### config.mk
export PLATFORM = sky130hd
export DESIGN_NAME = epoch_seconds_to_utc_calendar_unit
export DESIGN_NICKNAME = d
export VERILOG_FILES = /design/src/rtl/esutc_pkg.sv /design/src/rtl/epoch_seconds_to_utc_calendar_unit.sv
export SDC_FILE = /design/constraint.sdc
export NUM_CORES = 2
export LEC_CHECK = 0
export BUFFER_PORTS_ARGS = -buffer_cell sky130_fd_sc_hd__buf_2
export CORE_UTILIZATION = 40
export DETAILED_ROUTE_END_ITERATION = 10
export PLACE_DENSITY_LB_ADDON = 0.1
export SLEW_MARGIN = 20
export SYNTH_ARGS = -nofsm -noshare
export SYNTH_HDL_FRONTEND = slang
export SYNTH_SLANG_ARGS = --single-unit
### constraint.sdc
create_clock -name clk -period 7.59 [get_ports clk]
set_clock_uncertainty 0.2 [all_clocks]
set_input_delay 0.759 -clock clk [delete_from_list [all_inputs] [get_ports clk]]
set_output_delay 0.759 -clock clk [all_outputs]
set_load 0.01 [all_outputs]
### src/rtl/esutc_pkg.sv
// Shared widths and constants for the epoch-seconds to UTC calendar converter.
`timescale 1ns / 1ps
`default_nettype none

package esutc_pkg;

	// Field widths
	localparam int SECS_W  = 32;
	localparam int SEC_W   = 6;
	localparam int MIN_W   = 6;
	localparam int HOUR_W  = 5;
	localparam int MDAY_W  = 5;
	localparam int MON_W   = 4;
	localparam int YEAR_W  = 8;
	localparam int WDAY_W  = 3;
	localparam int YDAY_W  = 9;

	// Whole days added so the second count is never negative (24856 days)
	localparam logic [32:0] DayBias    = 33'd2147558400;
	localparam logic [15:0] DayBiasDays = 16'd24856;

	// Reciprocals: floor(x / d) = (x * M) >> S over the stated input width
	localparam logic [26:0] RecipDay   = 27'd101806633; // /675, 26-bit x, S 36
	localparam logic [18:0] RecipCycle = 19'd367469;    // /1461, 18-bit x, S 29
	localparam logic [16:0] RecipWeek  = 17'd74899;     // /7, 16-bit x, S 19
	localparam logic [17:0] RecipMin   = 18'd139811;    // /60, 17-bit x, S 23
	localparam logic [11:0] RecipHour  = 12'd2185;      // /60, 11-bit x, S 17
	localparam logic [12:0] RecipMon   = 13'd6854;      // /153, 12-bit x, S 20
	localparam logic [8:0]  RecipFive  = 9'd410;        // /5, 8-bit x, S 11

	// Calendar constants, with day bias folded in where the day is offset
	localparam logic [17:0] CycleBias  = 18'd2611;  // 102035 - 4 * 24856
	localparam logic [16:0] YdayBias   = 17'd712;   // 25568 - 24856
	localparam logic [15:0] WdayBias   = 16'd5;     // 24861 - 24856 (mod 7)
	localparam logic [11:0] MonBias    = 12'd8;
	localparam logic [YDAY_W-1:0] DaysLeapYear = 9'd366;
	localparam logic [MON_W-1:0]  MonthsPerYear = 4'd12;

endpackage

`default_nettype wire

### src/rtl/epoch_seconds_to_utc_calendar_unit.sv
// Seven-stage pipelined converter from signed epoch seconds to UTC calendar fields.
// Depth: 7 register stages, s1 through s7, between the accepted input and the outputs.
// Throughput: one request per cycle unless out_ready stalls; a full stage holds while the stage after it cannot move.
// Stall: in_ready is the ready chain through all seven stages back from out_ready.
// Reset: arst_n clears every stage valid bit at once; payload registers are not reset.
`timescale 1ns / 1ps
`default_nettype none

module epoch_seconds_to_utc_calendar_unit (
	input  wire logic                             clk,
	input  wire logic                             arst_n,
	input  wire logic                             in_valid,
	output logic                                  in_ready,
	input  wire logic signed [esutc_pkg::SECS_W-1:0] unix_seconds,
	output logic                                  out_valid,
	input  wire logic                             out_ready,
	output logic [esutc_pkg::SEC_W-1:0]           second,
	output logic [esutc_pkg::MIN_W-1:0]           minute,
	output logic [esutc_pkg::HOUR_W-1:0]          hour,
	output logic [esutc_pkg::MDAY_W-1:0]          day_of_month,
	output logic [esutc_pkg::MON_W-1:0]           month,
	output logic [esutc_pkg::YEAR_W-1:0]          year_offset,
	output logic [esutc_pkg::WDAY_W-1:0]          weekday,
	output logic [esutc_pkg::YDAY_W-1:0]          day_of_year
);
	import esutc_pkg::*;

	localparam int NSTAGE = 7;

	logic [NSTAGE:1] vld_q;
	logic [NSTAGE:1] adv;

	// Stage payloads
	logic [25:0] w_s1, w_s2;
	logic [6:0]  lo_s1, lo_s2;
	logic [15:0] dayp_s2, dayp_s3;
	logic [16:0] tod_s3, tod_s4;
	logic [YEAR_W-1:0] yr_s3, yr_s4, yr_s5;
	logic [12:0] wq_s3;
	logic [YDAY_W-1:0] yday_s4, yday_s5;
	logic [WDAY_W-1:0] wday_s4, wday_s5, wday_s6, wday_s7;
	logic [10:0] tmin_s4, tmin_s5;
	logic [11:0] acc_s5;
	logic [MON_W-1:0] mon_s5;
	logic [SEC_W-1:0] sec_s5, sec_s6, sec_s7;
	logic [HOUR_W-1:0] hr_s5, hr_s6, hr_s7;
	logic [7:0] rem_s6;
	logic [MIN_W-1:0] min_s6, min_s7;
	logic [MON_W-1:0] mon_s6, mon_s7;
	logic [YEAR_W-1:0] yr_s6, yr_s7;
	logic [YDAY_W-1:0] yday_s6, yday_s7;
	logic [MDAY_W-1:0] mday_s7;

	// Combinational results per stage
	logic [32:0] biased;
	logic [52:0] day_prod;
	logic [25:0] day_mul;
	logic [25:0] rem_day;
	logic [17:0] cyc;
	logic [36:0] yr_prod;
	logic [15:0] wx;
	logic [31:0] wq_prod;
	logic [16:0] yd_mul;
	logic [16:0] yday_full;
	logic [16:0] wx4;
	logic [16:0] wday_full;
	logic [34:0] tmin_prod;
	logic [11:0] acc;
	logic [23:0] mon_prod;
	logic [16:0] sec_full;
	logic [22:0] hr_prod;
	logic [11:0] rem_full;
	logic [10:0] min_full;
	logic [MON_W-1:0] mon_adj;
	logic [YEAR_W-1:0] yr_adj;
	logic [YDAY_W-1:0] yday_adj;
	logic [16:0] mday_prod;

	// Ready chain: a stage moves when it is empty or the next one moves
	always_comb begin
		adv[NSTAGE] = !vld_q[NSTAGE] || out_ready;
		for (int k = NSTAGE - 1; k >= 1; k--) begin
			adv[k] = !vld_q[k] || adv[k+1];
		end
	end

	assign in_ready  = adv[1];
	assign out_valid = vld_q[NSTAGE];

	// Advance valid bits
	always_ff @(posedge clk or negedge arst_n) begin
		if (!arst_n) begin
			vld_q <= '0;
		end else begin
			if (adv[1]) begin
				vld_q[1] <= in_valid;
			end
			for (int k = 2; k <= NSTAGE; k++) begin
				if (adv[k]) begin
					vld_q[k] <= vld_q[k-1];
				end
			end
		end
	end

	// Stage 1: bias to a non-negative count, split off the power-of-two part of 86400
	assign biased = 33'(unix_seconds) + DayBias;

	always_ff @(posedge clk) begin
		if (adv[1]) begin
			w_s1  <= biased[32:7];
			lo_s1 <= biased[6:0];
		end
	end

	// Stage 2: day number by reciprocal of 675
	assign day_prod = 53'(w_s1) * 53'(RecipDay);

	always_ff @(posedge clk) begin
		if (adv[2]) begin
			dayp_s2 <= day_prod[51:36];
			w_s2    <= w_s1;
			lo_s2   <= lo_s1;
		end
	end

	// Stage 3: time of day, year from the four-year cycle, week quotient
	assign day_mul = 26'(dayp_s2) * 26'(10'd675);
	assign rem_day = w_s2 - day_mul;
	assign cyc     = {dayp_s2, 2'b00} + CycleBias;
	assign yr_prod = 37'(cyc) * 37'(RecipCycle);
	assign wx      = dayp_s2 + WdayBias;
	assign wq_prod = 32'(wx) * 32'(RecipWeek);

	always_ff @(posedge clk) begin
		if (adv[3]) begin
			tod_s3  <= {rem_day[9:0], lo_s2};
			yr_s3   <= yr_prod[36:29];
			wq_s3   <= wq_prod[31:19];
			dayp_s3 <= dayp_s2;
		end
	end

	// Stage 4: March-based day of year, weekday, minutes of the day
	assign yd_mul    = 17'(yr_s3) * 17'(9'd365);
	assign yday_full = 17'(dayp_s3) + YdayBias - yd_mul - 17'(yr_s3[YEAR_W-1:2]);
	assign wx4       = 17'(dayp_s3) + 17'(WdayBias);
	assign wday_full = wx4 - 17'(wq_s3) * 17'(3'd7);
	assign tmin_prod = 35'(tod_s3) * 35'(RecipMin);

	always_ff @(posedge clk) begin
		if (adv[4]) begin
			yday_s4 <= yday_full[YDAY_W-1:0];
			yr_s4   <= yr_s3;
			wday_s4 <= wday_full[WDAY_W-1:0];
			tmin_s4 <= tmin_prod[33:23];
			tod_s4  <= tod_s3;
		end
	end

	// Stage 5: month index, seconds, hours
	assign acc      = 12'(yday_s4) * 12'(3'd5) + MonBias;
	assign mon_prod = 24'(acc) * 24'(RecipMon);
	assign sec_full = tod_s4 - 17'(tmin_s4) * 17'(6'd60);
	assign hr_prod  = 23'(tmin_s4) * 23'(RecipHour);

	always_ff @(posedge clk) begin
		if (adv[5]) begin
			acc_s5  <= acc;
			mon_s5  <= mon_prod[23:20];
			sec_s5  <= sec_full[SEC_W-1:0];
			hr_s5   <= hr_prod[21:17];
			tmin_s5 <= tmin_s4;
			yday_s5 <= yday_s4;
			yr_s5   <= yr_s4;
			wday_s5 <= wday_s4;
		end
	end

	// Stage 6: remainder within the month, minutes, wrap January and February, adjust the day of year
	assign rem_full = acc_s5 - 12'(mon_s5) * 12'(8'd153);
	assign min_full = tmin_s5 - 11'(hr_s5) * 11'(6'd60);

	always_comb begin
		mon_adj  = mon_s5;
		yr_adj   = yr_s5;
		yday_adj = yday_s5;
		priority if (mon_s5 >= MonthsPerYear) begin
			mon_adj  = mon_s5 - MonthsPerYear;
			yr_adj   = yr_s5 + 8'd1;
			yday_adj = yday_s5 - DaysLeapYear;
		end else if (yr_s5[1:0] != 2'b00) begin
			yday_adj = yday_s5 - 9'd1;
		end
	end

	always_ff @(posedge clk) begin
		if (adv[6]) begin
			rem_s6  <= rem_full[7:0];
			min_s6  <= min_full[MIN_W-1:0];
			sec_s6  <= sec_s5;
			hr_s6   <= hr_s5;
			mon_s6  <= mon_adj;
			yr_s6   <= yr_adj;
			yday_s6 <= yday_adj;
			wday_s6 <= wday_s5;
		end
	end

	// Stage 7: day of month, hold results for the consumer
	assign mday_prod = 17'(rem_s6) * 17'(RecipFive);

	always_ff @(posedge clk) begin
		if (adv[7]) begin
			mday_s7 <= mday_prod[15:11] + 5'd1;
			min_s7  <= min_s6;
			sec_s7  <= sec_s6;
			hr_s7   <= hr_s6;
			mon_s7  <= mon_s6;
			yr_s7   <= yr_s6;
			yday_s7 <= yday_s6;
			wday_s7 <= wday_s6;
		end
	end

	assign second       = sec_s7;
	assign minute       = min_s7;
	assign hour         = hr_s7;
	assign day_of_month = mday_s7;
	assign month        = mon_s7;
	assign year_offset  = yr_s7;
	assign weekday      = wday_s7;
	assign day_of_year  = yday_s7;

endmodule

`default_nettype wire

==> metrics.txt <==
CTS sink cnt 289; Slew @ Worst Pin 1010 ps; non-filler cells in the finished layout 4,830; CTS tree done; Netlist cell types 68; crit-path cells fa_1 > inv_1 > fa_1 > inv_1 > ha_1 > inv_1 > fa_1 > inv_1 > fa_1 > inv_1 > fa_1 > inv_1 > fa_1 > ha_1 > nand4_1 > nor4_1 > nand2_1 > o22ai_1 > o21ai_1 > a21oi_1 > o2111ai_1 > nor3b_1; GRT Total Usage 17.6%; area share of the largest cell type after synthesis 29.3%; WP buf/inv 6; WL final 82,200 um; DRT Pass-1 Iters 5; Tcrit/Tclk final 94.7%; Top Family by Delay on Critical Path adder cells; Syn Inst Count 3,395; Seq/Total Area, Yosys 22.6%; root buffer cell clkbuf_16; first-pass GRT wire length 133,000 um; Placed Cells 4,758; largest net degree at the start of global routing 50; die boundary width 311 um; CORE AREA 93,900 um^2; area of the mapped netlist 38,200 um^2; Crit path arrival time 7300 ps; worst hold path class input port to flop; Max Cap Viol 0; Fmax 0.139 GHz; vias in the first global route 24,695; Crit-path slowest cell edfxtp_1; I/O pin count 84; Clock H-tree levels 2; nets 4,950; outcome completed; Crit. Startpoint w_s1[15]; R2R Path Start w_s1[15]; Place WS 205 ps; Synth Area in Compound Gates 5.54%; synthesis-to-finish area growth 9.34%; Initial Util 40.6%; Post-Synth XOR/XNOR Area 4.73%; routed wirelength normalized by instance count 17.0 um; Main synth FF type edfxtp_1; Synth Area in Simple Gates 3.96%; Via density 4.72; FF-to-FF setup slack 400 ps; die area 96,600 um^2; critical path class flop to flop; Die Ht 311 um; Req. time, crit path 7710 ps; min Tclk post-route 7190 ps; drt drc 0; Num CTS Buffers 38; Max clock buf depth 3; initial drt markers 804; CP Max Fanout 9; initial antenna violation count 2; design area 41,700 um^2; main combinational cell family by area after synthesis adder cells; layout cells sized above 1 6.13%; R2R depth 22; detailed placement HPWL 71,100 um; latest clock arrival within the worst-skew pair 590 ps; Hold Fails Final Rpt 0; Hold Crit Start unix_seconds[8]; row count 112; Routed Antenna Nets 0; Yosys reg bits 289; largest area contributor in the netlist ha_1; # port buffers 83; top cells by count, synth inv_1 (896), ha_1 (893), fa_1 (473); post-layout util 44.4%; ranking of synthesized cells by area ha_1 (29%), fa_1 (25%), edfxtp_1 (22%); top-count cell post-synth inv_1; Slew headroom 32.8%; hold path cells 1; Reg clk slew, reported paths 50 ps; Synth Net Count 4,797; synthesis warning total 0; Final Max Tran Viols 0; final setup margin 405 ps; syn_area_per_cell 11.2 um^2; hold endpoint w_s1[1]; Crit. End Element flop; setup violators final 0; GP Congestion 0.888; slowest stage delay, CP 660 ps; async set-reset flop share out of synthesis 2.42%; Via Count 22,813; adder-cell share of the synthesized area 54.1%; mux cell area share after synthesis 0.0262%; Post-synth EDFFs 282; Startpoint Class flop; Placed Area 40,400 um^2; R2R Path End dayp_s2[15]; GRT Residual Overflow 0
registers in the layout, indices dropped and copies added, names as in the netlist, 9 cells and up:
name / cells
dayp_s3: 9
yday_s4: 9
tod_s3: 17
w_s1: 26
day_of_year: 9
dayp_s2: 16
yday_s5: 9
w_s2: 10
yday_s6: 9
tmin_s4: 11
routing by layer:
metal	global-route usage (%)	wire (um)	up-vias
met3	2.05	2310	69
met4	4.29	1500	0
met2	31.0	40500	262
met1	23.0	37900	11093
met5	0	0	-
li1	-	-	11389
kinds of logic after synthesis:
family,Yosys count
xor+xnor,206
flops,289
buf+inv,910
mux,1
compound gates,322
simple gates,299
fa+ha+maj,1368
worst max-delay path by stage:
stage	endpoint	slack [ps]	depth (start not counted)
2_1_floorplan	yr_s3[7]	670	24
3_3_place_gp	yr_s3[7]	230	22
3_5_place_dp	yr_s3[7]	200	22
4_1_cts	yr_s3[7]	180	22
5_1_grt	yr_s3[7]	-30	24
6_report	dayp_s2[15]	400	22
timing repair:
item,in CTS,in global routing
gates resized for setup,0,5
buffers inserted,0,3
setup endpoints to repair,0,4
hold buffers,1,0
hold endpoints to repair,7,0
cell usage in the layout, fill, tap and decap left out, drive strengths merged, types with 4 or more instances in the layout:
cell type and instances:
a2111oi 4, a211oi 15, a21o 45, a21oi 93, a311oi 4, a31oi 15, and2 5, and3 14
and4 5, buf 125, bufinv 4, clkbuf 43, clkinv 16, clkinvlp 4, dfrtp 7, edfxtp 282
fa 473, ha 893, inv 897, nand2 65, nand2b 13, nand3 31, nand3b 4, nand4 27
nor2 69, nor2b 16, nor3 19, nor3b 6, nor4 4, o211ai 9, o21a 17, o21ai 67
o21bai 17, or2 11, or3 6, xnor2 153, xor2 53
per-stage QoR:
stage / hold slack, ps / setup TNS, ps
3_5_place_dp: 205 / 0
2_1_floorplan: 200 / 0
4_1_cts: 84.9 / 0
6_report: 144 / 0
5_1_grt: 103 / -26.1
3_3_place_gp: 201 / 0
worst reg2reg max path, delay by kind of cell, from the launching register on:
| family | cells | cell delay (ps) |
|---|---|---|
| compound gates | 4 | 1020 |
| flops | 1 | 660 |
| simple gates | 4 | 950 |
| fa+ha+maj | 8 | 3750 |
| buf+inv | 6 | 310 |
final cells by class:
cell class	instances	area [um^2]
tap	1254	1570
clock inverter	24	263
sequential	289	8640
antenna	1	2.50
timing repair buffer	126	741
inverter	897	3370
fill	9057	52200
clock buffer	43	991
multi-input combinational	2196	26200
Power is left out: the tool's default activity adds up to more than one toggle a clock period on the data nets, which glitch-free logic cannot reach.
